===== src/rtl/core/hhlp_pkg.sv =====
// ----------------------------------------------------------------------------
// hhlp_pkg: shared types and constants of the HTTP header line parser
// Byte codes, the header name to look for, default sizes and the record
// of one ended line.
// ----------------------------------------------------------------------------
package hhlp_pkg;

  // Default sizes handed to the top level
  localparam int unsigned MAX_LINES_DEF    = 32;
  localparam int unsigned COUNT_WIDTH_DEF  = 10;
  localparam int unsigned VALUE_WIDTH_DEF  = 32;

  // Byte codes
  localparam logic [7:0] CH_CR    = 8'h0D;
  localparam logic [7:0] CH_LF    = 8'h0A;
  localparam logic [7:0] CH_COLON = 8'h3A;
  localparam logic [7:0] CH_SPACE = 8'h20;
  localparam logic [7:0] CH_TAB   = 8'h09;
  localparam logic [7:0] CH_ZERO  = 8'h30;
  localparam logic [7:0] CH_NINE  = 8'h39;

  // Header name "Content-Length", padded to a power of two with NUL
  localparam int unsigned KEY_LEN = 14;
  localparam logic [7:0] KEY_TEXT [16] = '{
    8'h43, 8'h6F, 8'h6E, 8'h74, 8'h65, 8'h6E, 8'h74, 8'h2D,
    8'h4C, 8'h65, 8'h6E, 8'h67, 8'h74, 8'h68, 8'h00, 8'h00
  };

  // Kind of line end reported
  typedef enum logic [1:0] {
    EV_STATUS    = 2'd0,
    EV_HEADER    = 2'd1,
    EV_BLOCK_END = 2'd2
  } event_kind_e;

  // Progress of the decimal value reader
  typedef enum logic [1:0] {
    PH_SKIP   = 2'd0,
    PH_DIGITS = 2'd1,
    PH_STOP   = 2'd2
  } number_phase_e;

  // One input request
  typedef struct packed {
    logic       first_byte;
    logic [7:0] data_byte;
  } in_item_t;

  // One ended line
  typedef struct packed {
    event_kind_e event_kind;
    logic        header_overflow;
    logic        length_saturated;
    logic [31:0] content_length;
    logic        is_content_length;
    logic        has_colon;
    logic [9:0]  value_length;
    logic [9:0]  name_length;
    logic [4:0]  line_index;
  } result_t;

endpackage


===== src/rtl/core/hhlp_in_stage.sv =====
// ----------------------------------------------------------------------------
// hhlp_in_stage: input register
// Captures one byte request and holds it until the line core takes it.
// ----------------------------------------------------------------------------
module hhlp_in_stage (
  input  logic               clk_i,
  input  logic               rst_ni,
  input  logic               valid_i,
  output logic               ready_o,
  input  hhlp_pkg::in_item_t item_i,
  output logic               valid_o,
  output hhlp_pkg::in_item_t item_o,
  input  logic               advance_i
);

  logic               valid_q;
  hhlp_pkg::in_item_t item_q;

  // Take a new request when empty or when the held one moves on
  assign ready_o = !valid_q || advance_i;
  assign valid_o = valid_q;
  assign item_o  = item_q;

  always_ff @(posedge clk_i or negedge rst_ni) begin
    if (!rst_ni) begin
      valid_q <= 1'b0;
    end else if (valid_i && ready_o) begin
      valid_q <= 1'b1;
    end else if (advance_i) begin
      valid_q <= 1'b0;
    end
  end

  // Hold payload
  always_ff @(posedge clk_i) begin
    if (valid_i && ready_o) begin
      item_q <= item_i;
    end
  end

endmodule


===== src/rtl/core/hhlp_line_core.sv =====
// ----------------------------------------------------------------------------
// hhlp_line_core: per-byte line state and line end report
// Tracks CR/LF pairs, name and value lengths, the Content-Length name match
// and its decimal value; emits one record for each ended line.
// ----------------------------------------------------------------------------
module hhlp_line_core #(
  parameter int unsigned MAX_LINES          = hhlp_pkg::MAX_LINES_DEF,
  parameter int unsigned LENGTH_COUNT_WIDTH = hhlp_pkg::COUNT_WIDTH_DEF,
  parameter int unsigned VALUE_WIDTH        = hhlp_pkg::VALUE_WIDTH_DEF
) (
  input  logic               clk_i,
  input  logic               rst_ni,
  input  logic               advance_i,
  input  hhlp_pkg::in_item_t item_i,
  output logic               res_valid_o,
  output hhlp_pkg::result_t  res_o
);

  localparam int unsigned CW = LENGTH_COUNT_WIDTH;
  localparam int unsigned VW = VALUE_WIDTH;
  localparam int unsigned LW = $clog2(MAX_LINES + 1);

  typedef struct packed {
    logic                    colon;
    logic [CW-1:0]           name_cnt;
    logic [CW-1:0]           value_cnt;
    logic [3:0]              match_pos;
    logic                    match_ok;
    hhlp_pkg::number_phase_e phase;
    logic [VW-1:0]           acc;
    logic                    acc_sat;
  } line_t;

  function automatic line_t clear_line();
    line_t r;
    r.colon     = 1'b0;
    r.name_cnt  = '0;
    r.value_cnt = '0;
    r.match_pos = '0;
    r.match_ok  = 1'b1;
    r.phase     = hhlp_pkg::PH_SKIP;
    r.acc       = '0;
    r.acc_sat   = 1'b0;
    return r;
  endfunction

  function automatic logic [9:0] clip_count(logic [CW-1:0] v);
    logic [15:0] w;
    w = 16'(v);
    return (w > 16'd1023) ? 10'd1023 : w[9:0];
  endfunction

  // Fold one line byte into the line state
  function automatic line_t add_byte(line_t s, logic [7:0] c);
    line_t                   r;
    logic                    digit;
    hhlp_pkg::number_phase_e ph;
    logic [VW+3:0]           prod;
    r     = s;
    digit = (c >= hhlp_pkg::CH_ZERO) && (c <= hhlp_pkg::CH_NINE);
    ph    = s.phase;
    prod  = '0;
    if (!s.colon) begin
      if (c == hhlp_pkg::CH_COLON) begin
        r.colon = 1'b1;
      end else begin
        if (s.name_cnt != '1) begin
          r.name_cnt = s.name_cnt + 1'b1;
        end
        if (s.match_ok && (s.match_pos < 4'(hhlp_pkg::KEY_LEN)) &&
            (c == hhlp_pkg::KEY_TEXT[s.match_pos])) begin
          r.match_pos = s.match_pos + 1'b1;
        end else begin
          r.match_ok = 1'b0;
        end
      end
    end else begin
      if (s.value_cnt != '1) begin
        r.value_cnt = s.value_cnt + 1'b1;
      end
      // Skip leading blanks, then read digits until the first non-digit
      if (!((s.phase == hhlp_pkg::PH_SKIP) &&
            ((c == hhlp_pkg::CH_SPACE) || (c == hhlp_pkg::CH_TAB)))) begin
        if (s.phase == hhlp_pkg::PH_SKIP) begin
          ph = digit ? hhlp_pkg::PH_DIGITS : hhlp_pkg::PH_STOP;
        end else if ((s.phase == hhlp_pkg::PH_DIGITS) && !digit) begin
          ph = hhlp_pkg::PH_STOP;
        end
        r.phase = ph;
        if (ph == hhlp_pkg::PH_DIGITS) begin
          prod = ({4'b0, s.acc} << 3) + ({4'b0, s.acc} << 1) + (VW+4)'(c[3:0]);
          if (s.acc_sat || (prod[VW+3:VW] != 4'b0)) begin
            r.acc     = '1;
            r.acc_sat = 1'b1;
          end else begin
            r.acc = prod[VW-1:0];
          end
        end
      end
    end
    return r;
  endfunction

  line_t         line_q, line_d;
  logic          prev_cr_q, prev_cr_d;
  logic          done_q, done_d;
  logic [LW-1:0] cnt_q, cnt_d;
  logic [VW-1:0] latest_q, latest_d;
  logic          lsat_q, lsat_d;
  logic          emit;
  logic          empty;
  logic          is_cl;
  logic          overflow;
  logic [LW-1:0] idx;
  hhlp_pkg::result_t res_d;

  // Next state and line end report for the held byte
  always_comb begin
    if (item_i.first_byte) begin
      line_d    = clear_line();
      prev_cr_d = 1'b0;
      done_d    = 1'b0;
      cnt_d     = '0;
      latest_d  = '0;
      lsat_d    = 1'b0;
    end else begin
      line_d    = line_q;
      prev_cr_d = prev_cr_q;
      done_d    = done_q;
      cnt_d     = cnt_q;
      latest_d  = latest_q;
      lsat_d    = lsat_q;
    end
    emit     = 1'b0;
    empty    = 1'b0;
    is_cl    = 1'b0;
    overflow = 1'b0;
    idx      = '0;
    res_d    = '0;
    if (!done_d) begin
      if (prev_cr_d && (item_i.data_byte == hhlp_pkg::CH_LF)) begin
        // End the line
        prev_cr_d = 1'b0;
        emit      = 1'b1;
        empty     = (line_d.name_cnt == '0) && !line_d.colon;
        is_cl     = !empty && (cnt_d != '0) && line_d.colon && line_d.match_ok &&
                    (line_d.match_pos == 4'(hhlp_pkg::KEY_LEN));
        overflow  = (cnt_d == LW'(MAX_LINES));
        idx       = overflow ? LW'(MAX_LINES - 1) : cnt_d;
        if (is_cl) begin
          latest_d = line_d.acc;
          lsat_d   = line_d.acc_sat;
        end
        if (empty) begin
          res_d.event_kind = hhlp_pkg::EV_BLOCK_END;
        end else if (cnt_d == '0) begin
          res_d.event_kind = hhlp_pkg::EV_STATUS;
        end else begin
          res_d.event_kind = hhlp_pkg::EV_HEADER;
        end
        res_d.line_index        = 5'(idx);
        res_d.name_length       = clip_count(line_d.name_cnt);
        res_d.value_length      = clip_count(line_d.value_cnt);
        res_d.has_colon         = line_d.colon;
        res_d.is_content_length = is_cl;
        res_d.content_length    = 32'(latest_d);
        res_d.length_saturated  = lsat_d;
        res_d.header_overflow   = overflow;
        if (empty) begin
          done_d = 1'b1;
        end
        if (!overflow) begin
          cnt_d = cnt_d + 1'b1;
        end
        line_d = clear_line();
      end else begin
        // A pending lone CR becomes a line byte
        if (prev_cr_d) begin
          line_d = add_byte(line_d, hhlp_pkg::CH_CR);
        end
        if (item_i.data_byte == hhlp_pkg::CH_CR) begin
          prev_cr_d = 1'b1;
        end else begin
          prev_cr_d = 1'b0;
          line_d    = add_byte(line_d, item_i.data_byte);
        end
      end
    end
  end

  assign res_valid_o = advance_i && emit;
  assign res_o       = res_d;

  // Advance state on each processed byte
  always_ff @(posedge clk_i or negedge rst_ni) begin
    if (!rst_ni) begin
      line_q    <= clear_line();
      prev_cr_q <= 1'b0;
      done_q    <= 1'b0;
      cnt_q     <= '0;
      latest_q  <= '0;
      lsat_q    <= 1'b0;
    end else if (advance_i) begin
      line_q    <= line_d;
      prev_cr_q <= prev_cr_d;
      done_q    <= done_d;
      cnt_q     <= cnt_d;
      latest_q  <= latest_d;
      lsat_q    <= lsat_d;
    end
  end

  // An empty line closes the header block
  a_block_end_sets_done: assert property (@(posedge clk_i) disable iff (!rst_ni)
    res_valid_o && (res_o.event_kind == hhlp_pkg::EV_BLOCK_END) |=> done_q)
    else $error("header block end did not stop the parser");

  // Nothing is reported after the block end until a restart
  a_quiet_after_done: assert property (@(posedge clk_i) disable iff (!rst_ni)
    advance_i && done_q && !item_i.first_byte |-> !res_valid_o)
    else $error("line reported after header block end");

  // A reported line leaves a fresh line state behind
  a_line_cleared: assert property (@(posedge clk_i) disable iff (!rst_ni)
    res_valid_o |=> (line_q.name_cnt == '0) && !line_q.colon && !prev_cr_q)
    else $error("line state not cleared after line end");

endmodule


===== src/rtl/core/hhlp_out_queue.sv =====
// ----------------------------------------------------------------------------
// hhlp_out_queue: two-entry result queue
// Holds ended-line records so the core keeps running while the consumer
// stalls, as long as an entry is free.
// ----------------------------------------------------------------------------
module hhlp_out_queue (
  input  logic              clk_i,
  input  logic              rst_ni,
  input  logic              push_i,
  input  hhlp_pkg::result_t data_i,
  output logic              full_o,
  output logic              valid_o,
  input  logic              ready_i,
  output hhlp_pkg::result_t data_o
);

  hhlp_pkg::result_t mem_q [2];
  logic              wr_ptr_q;
  logic              rd_ptr_q;
  logic [1:0]        count_q;
  logic              pop;

  assign pop     = valid_o && ready_i;
  assign valid_o = (count_q != 2'd0);
  assign full_o  = (count_q == 2'd2);
  assign data_o  = mem_q[rd_ptr_q];

  // Advance pointers and fill level
  always_ff @(posedge clk_i or negedge rst_ni) begin
    if (!rst_ni) begin
      wr_ptr_q <= 1'b0;
      rd_ptr_q <= 1'b0;
      count_q  <= 2'd0;
    end else begin
      if (push_i) begin
        wr_ptr_q <= !wr_ptr_q;
      end
      if (pop) begin
        rd_ptr_q <= !rd_ptr_q;
      end
      if (push_i && !pop) begin
        count_q <= count_q + 2'd1;
      end else if (pop && !push_i) begin
        count_q <= count_q - 2'd1;
      end
    end
  end

  // Store pushed records
  always_ff @(posedge clk_i) begin
    if (push_i) begin
      mem_q[wr_ptr_q] <= data_i;
    end
  end

  a_count_bound: assert property (@(posedge clk_i) disable iff (!rst_ni)
    count_q <= 2'd2)
    else $error("result queue fill level out of range");

  a_no_push_full: assert property (@(posedge clk_i) disable iff (!rst_ni)
    push_i |-> !full_o)
    else $error("record pushed into full result queue");

endmodule


===== src/rtl/core/http_header_line_parser.sv =====
// ----------------------------------------------------------------------------
// http_header_line_parser: HTTP response header line parser
// Splits a byte stream into CR/LF-terminated lines and reports one record
// per line: kind, index, name and value lengths, colon and Content-Length.
//
//   Channel   Dir  Beat                 Payload
//   s_axis    in   one response byte    tdata: data_byte; tuser: first_byte
//   m_axis    out  one ended line       tdata: line fields; tuser: event_kind
//
// One byte is taken every cycle while the result queue has room; the
// per-byte update is a single pass of compares, counter increments and
// one multiply-by-ten add. A line's LF byte is held in the input register,
// and its record is written into the result queue once the queue has room.
// Reset clears all parser state at once; there is no clearing pass.
// A two-entry result queue absorbs output stalls; the input stalls only
// while that queue is full.
// ----------------------------------------------------------------------------
module http_header_line_parser #(
  parameter int unsigned MAX_LINES          = hhlp_pkg::MAX_LINES_DEF,
  parameter int unsigned LENGTH_COUNT_WIDTH = hhlp_pkg::COUNT_WIDTH_DEF,
  parameter int unsigned VALUE_WIDTH        = hhlp_pkg::VALUE_WIDTH_DEF
) (
  input  logic        clk_i,
  input  logic        rst_ni,
  input  logic        s_axis_tvalid,
  output logic        s_axis_tready,
  // [7:0] data_byte
  input  logic [7:0]  s_axis_tdata,
  // [0] first_byte
  input  logic [0:0]  s_axis_tuser,
  output logic        m_axis_tvalid,
  input  logic        m_axis_tready,
  // [4:0] line_index, [14:5] name_length, [24:15] value_length,
  // [25] has_colon, [26] is_content_length, [58:27] content_length,
  // [59] length_saturated, [60] header_overflow, [63:61] zero
  output logic [63:0] m_axis_tdata,
  // [1:0] event_kind
  output logic [1:0]  m_axis_tuser
);

  hhlp_pkg::in_item_t in_item;
  hhlp_pkg::in_item_t held_item;
  logic               held_valid;
  logic               advance;
  logic               res_valid;
  hhlp_pkg::result_t  res;
  hhlp_pkg::result_t  out_res;
  logic               queue_full;

  assign in_item.data_byte  = s_axis_tdata;
  assign in_item.first_byte = s_axis_tuser[0];

  // Process the held byte while the queue has room
  assign advance = held_valid && !queue_full;

  hhlp_in_stage u_in_stage (
    .clk_i     (clk_i),
    .rst_ni    (rst_ni),
    .valid_i   (s_axis_tvalid),
    .ready_o   (s_axis_tready),
    .item_i    (in_item),
    .valid_o   (held_valid),
    .item_o    (held_item),
    .advance_i (advance)
  );

  hhlp_line_core #(
    .MAX_LINES          (MAX_LINES),
    .LENGTH_COUNT_WIDTH (LENGTH_COUNT_WIDTH),
    .VALUE_WIDTH        (VALUE_WIDTH)
  ) u_line_core (
    .clk_i       (clk_i),
    .rst_ni      (rst_ni),
    .advance_i   (advance),
    .item_i      (held_item),
    .res_valid_o (res_valid),
    .res_o       (res)
  );

  hhlp_out_queue u_out_queue (
    .clk_i   (clk_i),
    .rst_ni  (rst_ni),
    .push_i  (res_valid),
    .data_i  (res),
    .full_o  (queue_full),
    .valid_o (m_axis_tvalid),
    .ready_i (m_axis_tready),
    .data_o  (out_res)
  );

  // Pack the record onto the stream
  assign m_axis_tdata = {3'b000,
                         out_res.header_overflow,
                         out_res.length_saturated,
                         out_res.content_length,
                         out_res.is_content_length,
                         out_res.has_colon,
                         out_res.value_length,
                         out_res.name_length,
                         out_res.line_index};
  assign m_axis_tuser = out_res.event_kind;

endmodule


===== config.mk =====
export PLATFORM = sky130hd
export DESIGN_NAME = http_header_line_parser
export DESIGN_NICKNAME = d
export VERILOG_FILES = /design/src/rtl/core/hhlp_pkg.sv /design/src/rtl/core/hhlp_in_stage.sv /design/src/rtl/core/hhlp_line_core.sv /design/src/rtl/core/hhlp_out_queue.sv /design/src/rtl/core/http_header_line_parser.sv
export SDC_FILE = /design/constraint.sdc
export NUM_CORES = 1
export LEC_CHECK = 0
export BUFFER_PORTS_ARGS = -buffer_cell sky130_fd_sc_hd__buf_2
export CORE_MARGIN = 1
export CORE_UTILIZATION = 56
export DETAILED_ROUTE_END_ITERATION = 12
export PLACE_DENSITY = 0.85
export SYNTH_ARGS = -nofsm -noshare
export SYNTH_HDL_FRONTEND = slang
export SYNTH_HIERARCHICAL = 1
export SYNTH_SLANG_ARGS = --single-unit

===== constraint.sdc =====
create_clock -name clk_i -period 4.7 [get_ports clk_i]
set_input_delay 0.235 -clock clk_i [delete_from_list [all_inputs] [get_ports clk_i]]
set_output_delay 0.235 -clock clk_i [all_outputs]
set_load 0.03 [all_outputs]

After elaboration in Yosys (flattened, before gate mapping):

Memory sizes are Yosys's and may differ from the RTL's.
Cells that the tools add are included.

* flip-flop bits (word level): 116
* bits in latches: 0
* memory bits (writable): 126
* ROM bits: 256
* input port bits: 13
* output and inout port bits: 68
* logic and storage cells: 187
* memories kept: 3

* add/sub/neg operators: 13
* multiply operators: 0
* divide/modulo/power cells: 0
* $lt $le $gt $ge: 6
* equal/unequal tests: 18
* shift operators: 0
* muxes and demuxes: 84
* bitwise operators: 2
* reduce and logical (&&, ||, !) cells: 42

Memory list
* (no name shown): depth 16, width 8, read ports 1, clocked after Yosys merged registers in 0, write ports 0, RTL line hhlp_line_core.sv:71 `(c == hhlp_pkg::KEY_TEXT[s.match_pos])) begin`
* (no name shown): depth 16, width 8, read ports 1, clocked after Yosys merged registers in 0, write ports 0, RTL line hhlp_line_core.sv:71
* u_out_queue.mem_q: depth 2, width 63, read ports 1, clocked after Yosys merged registers in 0, write ports 1, RTL line hhlp_out_queue.sv:17 `hhlp_pkg::result_t mem_q [2];`

Operators by type and width (number)
* 61-bit 2-to-1 mux: 6
* 32-bit 2-to-1 mux: 6
* 63-bit 2-to-1 mux: 2
* 35-bit 2-to-1 mux: 3
* 10-bit 2-to-1 mux: 8
* 35-bit by 33-bit adder with 36-bit output: 2
* 33-bit 2-to-1 mux: 2
* 60-bit 2-to-1 mux: 1
* 10-bit by 1-bit adder with 10-bit output (second input constant): 4
* 10-bit inequality test (second input constant): 4
* 36-bit by 4-bit adder with 36-bit output: 1
* 36-bit by 4-bit adder with 36-bit output (second input constant): 1
* 2-bit 2-to-1 mux: 17
* 8-bit 2-to-1 mux: 4
* 8-bit by 4-bit equality test with 1-bit output (second input constant): 3
* 1-bit 2-to-1 mux: 24
* 6-bit 2-to-1 mux: 4
* 5-bit 2-to-1 mux: 4
* 1-bit logical AND: 19
* 8-bit by 6-bit equality test with 1-bit output (second input constant): 2
* 11-bit 2-to-1 mux: 1
* 5-bit greater-or-equal comparator (second input constant): 2
* 10-bit logical NOT: 1
* 4-bit NOT with 5-bit output: 2
* other kinds (21): 42

Longest topological paths before layout:

* depth after elaboration: 30
* gate-level depth with buffers: 21
* mapped depth without buffers: 14

Modules after synthesis:

The synthesis kept the hierarchy.

By module, submodules not included
* hhlp_line_core: times used 1, cells each 1240, area each 9462.8 µm², seq. area each 2553.7 µm²
* hhlp_out_queue: times used 1, cells each 212, area each 5034.8 µm², seq. area each 3883.7 µm²
* hhlp_in_stage: times used 1, cells each 13, area each 324.1 µm², seq. area each 295.3 µm²
* http_header_line_parser: times used 1, cells each 5, area each 40.0 µm², seq. area each 0.0 µm²

Worst setup path after synthesis:

Ideal clock, no wire load.

* kind: flip-flop to flip-flop
* start point: register u_in_stage.item_q, in the netlist u_in_stage/item_o[8]
* end point: memory u_out_queue/mem_q[0][0] in the netlist's numbering, enable pin
* setup time: 0.492 ns
* arrival time: 4.624 ns
* data required time: 4.208 ns
* setup slack: -0.416 ns
* stages on the path, launching flop included: 11
* path buffers: 3
* clock period less this slack: 5.116 ns
* cell sequence: edfxtp_1 buf_6 buf_2 nor2_1 nand3_1 or2_2 clkbuf_1 nor2_1 nand2_1 inv_1 nor2b_1

* word-level cells in the longest chain between the ends: 7
* elaborated cells between the ends (all ways): 8
* classes of those cells: mux (6); reduce/logical (2)

RTL lines
* start, declared: RTL line hhlp_in_stage.sv:17 `hhlp_pkg::in_item_t item_q;`
* start signal, assigned: RTL line hhlp_in_stage.sv:37 `item_q <= item_i;`
* 1-bit 2-to-1 mux: RTL line hhlp_line_core.sv:119 `if (item_i.first_byte) begin`
* 1-bit logical AND: RTL line hhlp_line_core.sv:141 `if (prev_cr_d && (item_i.data_byte == hhlp_pkg::CH_LF)) begin`
* 1-bit 2-to-1 mux: RTL line hhlp_line_core.sv:141
* 1-bit 2-to-1 mux (*): RTL line hhlp_line_core.sv:140 `if (!done_d) begin`
* 1-bit logical AND (*): RTL line hhlp_line_core.sv:191 `assign res_valid_o = advance_i && emit;`
* via res_valid: RTL line http_header_line_parser.sv:45 `logic res_valid;`
* 1-bit 2-to-1 mux (*): RTL line hhlp_out_queue.sv:51 `if (push_i) begin`
* 1-bit 2-to-1 mux (not written as such) (*): RTL line hhlp_out_queue.sv:52 `mem_q[wr_ptr_q] <= data_i;`
* end, declared: RTL line hhlp_out_queue.sv:17

Mark *: on every way through the listed nets, which the timed path passes. The rest lies on a longest branch.

Worst setup path in the final report:

* start point: register u_in_stage.item_q, in the netlist u_in_stage/item_o[8]
* end point: register u_line_core/line_q[10] in the netlist's numbering

* word-level cells in the longest chain between the ends: 28
* elaborated cells between the ends (all ways): 47
* classes of those cells: add/sub (4); eq/ne (4); mux (30); reduce/logical (9)

RTL lines
* branches (longest 27 deep; another with 35-bit by 33-bit adder with 36-bit output)
* 61-bit 2-to-1 mux (*): RTL line hhlp_line_core.sv:140
* end signal, assigned: RTL line hhlp_line_core.sv:197 `line_q <= clear_line();`
* end signal, assigned: RTL line hhlp_line_core.sv:204 `line_q <= line_d;`
* end, declared: RTL line hhlp_line_core.sv:104 `line_t line_q, line_d;`

Every way passes the cells marked *. The select of a mux whose other input is x is not followed.
A chain may end at the register's enable or synchronous reset.

==> results.txt <==
status - finished clean
final period utilization - 90.6%
CORE AREA - 26100 um2
wire length of the first global-routing pass - 59100 um
Switching Share - 31.5%
critical path cell sequence - buf_12, nor2b_1, ha_1, ha_1, inv_1, fa_1, nand2b_1, a21oi_1, o21ai_0, o211ai_1, o31a_1, o311a_1, o22ai_2, buf_4, nor3_1, o41ai_1
post-layout util - 63.2%
DRT Pass-1 Iters - 9
CTS tree - built
Int Pwr - 3.96 mW
synth warn - 6
Setup Crit Path Kind - flop to flop
Row Count - 59
clock slew at reported path FFs - 0.06 ns
Fillers - 1960
Post-Synth XOR/XNOR Area - 3.18%
diode count - 0
RSZ-0062 raised after global routing - no
compound-gate portion of the synthesized area - 17.0%
CTS Buffer Depth - 3
Synth async-reset ratio - 44.2%
syn avg cell area - 10.1 um2
largest net degree at the start of global routing - 69
I/O pins - 81
final WL - 36400 um
Final Hold Fails - 0
crit path DAT - 4.68 ns
Layout area overhead - 10.7%
setup TNS - 0 ns
worst-margin pin slew - 0.794 ns
Via density - 6.34
clock sink count - 242
all-layer global routing usage - 27.2%
Commonest cells post-synth - nand2_1 (177), edfxtp_1 (135), o21ai_0 (114)
Area after DPL - 15500 um2
Die ar. - 27200 um2
Critical Path Start Type - flop
DRC errors left - 0
Initial DRC Count - 1032
share of cells above drive strength 1 - 15.4%
root buffer cell - clkbuf_16
Peak VDD IR - 0.392 mV
Critical Path RT - 5.12 ns
Worst Hold Class - input pin to flop
total CTS buffers - 26
Synth Area in Simple Gates - 16.2%
top-count cell post-synth - nand2_1
Post-DRT Antenna Nets - 0
PortBufs - 77
PwrDens - 351 nW/um2
Reg power frac - 42.9%
final instance area - 16500 um2
GRT overflow - 0
die height - 165 um
vias in the first global route - 11804
htree depth - 1
crit path time final - 4.26 ns
clock share of power - 36.1%
initial antenna violation count - 0
drt wl/cell - 19.3 um
crit-path max FO - 68
multiplexer share of the synthesized area - 6.83%
Mapped Cells - 1470
Initial Util - 57.0%
Post-synth EDFFs - 135
leakage - 7.15 nW
GP Congestion - 0.921
Die Wd - 165 um
top-area cell type share of the netlist area - 27.3%
kind of end point of the critical path - flop
Post-layout nets - 1620
Final setup viols - 0
Bufs and invs on worst path - 3
clk_lat worst skew - 0.53 ns
main combinational cell family by area after synthesis - compound AO/OA/AOI/OAI gates
Seq cells post-synth - 242
Synth Area in Adders - 6.75%
power share of the combinational group - 21.0%
post-synthesis sequential area ratio - 45.3%
Slew Viols, Final - 0
post-synthesis cell type count - 86
Main synth FF type - edfxtp_1
Max Freq - 235 MHz
CP most frequent cell - ha_1
clock skew - 0.0146 ns
Worst slew margin - 47.1%
crit-path leading delay family - compound AO/OA/AOI/OAI gates
vias - 11944
max cap viols - 0
cell area after synthesis - 14900 um2
top cells by area, synth - edfxtp_1 (27%), dfrtp_1 (18%), ha_1 (6.5%), mux2_4 (6.0%), nand2_1 (4.5%)
area leader, netlist - edfxtp_1
Final HPWL DP - 24600 um
Worst path slowest cell - edfxtp_1
Sw Pwr - 1.82 mW
Crit path largest cell delay - 0.46 ns
[state kept, by name, indices dropped and copies added, names as in the netlist]
| signal | cells |
|---|---|
| u_out_queue/mem_q | 126 |
| u_line_core/line_q | 61 |
| u_line_core/latest_q | 32 |
| u_in_stage/item_o | 9 |
| u_line_core/cnt_q | 6 |
| u_out_queue/count_q | 2 |
| u_in_stage/valid_o | 1 |
| u_line_core/done_q | 1 |
| u_line_core/lsat_q | 1 |
| u_line_core/prev_cr_q | 1 |
| u_out_queue/rd_ptr_q | 1 |
| u_out_queue/wr_ptr_q | 1 |
[final timing paths]
path	endpoint	start	cells past startpoint	slack, ns
setup / recovery	u_line_core/line_q[10]	u_in_stage/item_o[8]	16	0.44
hold reg to reg	u_out_queue/count_q[1]	u_out_queue/count_q[1]	1	0.49
setup reg to reg	u_line_core/line_q[10]	u_in_stage/item_o[8]	16	0.44
hold / removal	u_out_queue/rd_ptr_q	m_axis_tready	3	0.05
min in group asynchronous	u_line_core/latest_q[9]	rst_ni	2	0.29
max in group asynchronous	u_line_core/line_q[57]	rst_ni	3	3.14
[layout make-up]
type	count	area [um2]	share of cell area (%)
Tap cell	335	419	2.55
Multi-Input combinational cell	1083	7470	45.4
Timing Repair Buffer	114	731	4.44
Sequential cell	242	6740	40.9
Clock buffer	33	708	4.30
Clock inverter	15	164	0.996
Inverter	61	229	1.39
[per-layer routing]
| metal | vias up | global-route usage (%) | wire (um) |
|---|---|---|---|
| met1 | 5731 | 36.5 | 15400 |
| met2 | 615 | 44.1 | 17000 |
| li1 | 5522 | - | - |
| met3 | 76 | 5.32 | 3200 |
| met5 | - | 0 | 0 |
| met4 | 0 | 9.17 | 851 |
[power groups by stage]
| stage | sequential [mW] | combinational (mW) | clock (mW) |
|---|---|---|---|
| final | 2.48 | 1.21 | 2.08 |
| after CTS | 2.48 | 1.19 | 2.10 |
| after global routing | 2.49 | 1.30 | 2.20 |
| after detailed placement | 2.52 | 1.18 | 0 |
| after global placement | 2.52 | 1.16 | 0 |
| after floorplan | 2.39 | 1.07 | 0 |
[stage by stage]
| stage | total power, mW | hold slack, ns | setup WS [ns] | instances |
|---|---|---|---|---|
| after detailed placement | 3.70 | 0.316 | 0.543 | 1824 |
| after global routing | 5.99 | 0.0627 | 0.0610 | 1883 |
| after floorplan | 3.46 | -0.0606 | 0.156 | 1472 |
| after CTS | 5.78 | 0.0327 | 0.519 | 1883 |
| final | 5.78 | 0.0528 | 0.441 | 1883 |
| after global placement | 3.68 | 0.312 | 0.613 | 1824 |
[worst reg2reg max path, stage by stage, from the launching register on]
cell,delay (ns)
edfxtp_1,0.46
buf_12,0.25
nor2b_1,0.27
ha_1,0.29
ha_1,0.24
inv_1,0.08
fa_1,0.20
nand2b_1,0.13
a21oi_1,0.08
o21ai_0,0.39
o211ai_1,0.25
o31a_1,0.35
o311a_1,0.31
o22ai_2,0.22
buf_4,0.29
nor3_1,0.09
o41ai_1,0.25
[cells by family (layout without fill, tap and decap cells)]
group	count (synthesis)	in the layout
AO/OA/AOI/OAI	405	405
XOR/XNOR	54	54
adder cells (fa/ha/maj)	79	79
buffers and inverters	147	223
flip-flops	242	242
multiplexers	71	71
other	1	3
AND/OR/NAND/NOR	471	471
[placed cells by master, fill, tap and decap left out, drive strengths merged, types with 33 or more instances in the layout]
master and n:
a21oi 96, a22oi 35, buf 103, clkbuf 33, dfrtp 106, edfxtp 135
ha 77, inv 62, mux2 66, nand2 177, nor2 59, nor2b 55
nor3 39, o21ai 120, o22ai 37, xnor2 34
[timing repair]
action,in CTS,in global routing
buffers inserted,0,0
gates resized for setup,0,0
endpoints found under the hold margin,58,0
hold buffers,11,0
No activity file was read; power rests on OpenSTA's default activity.
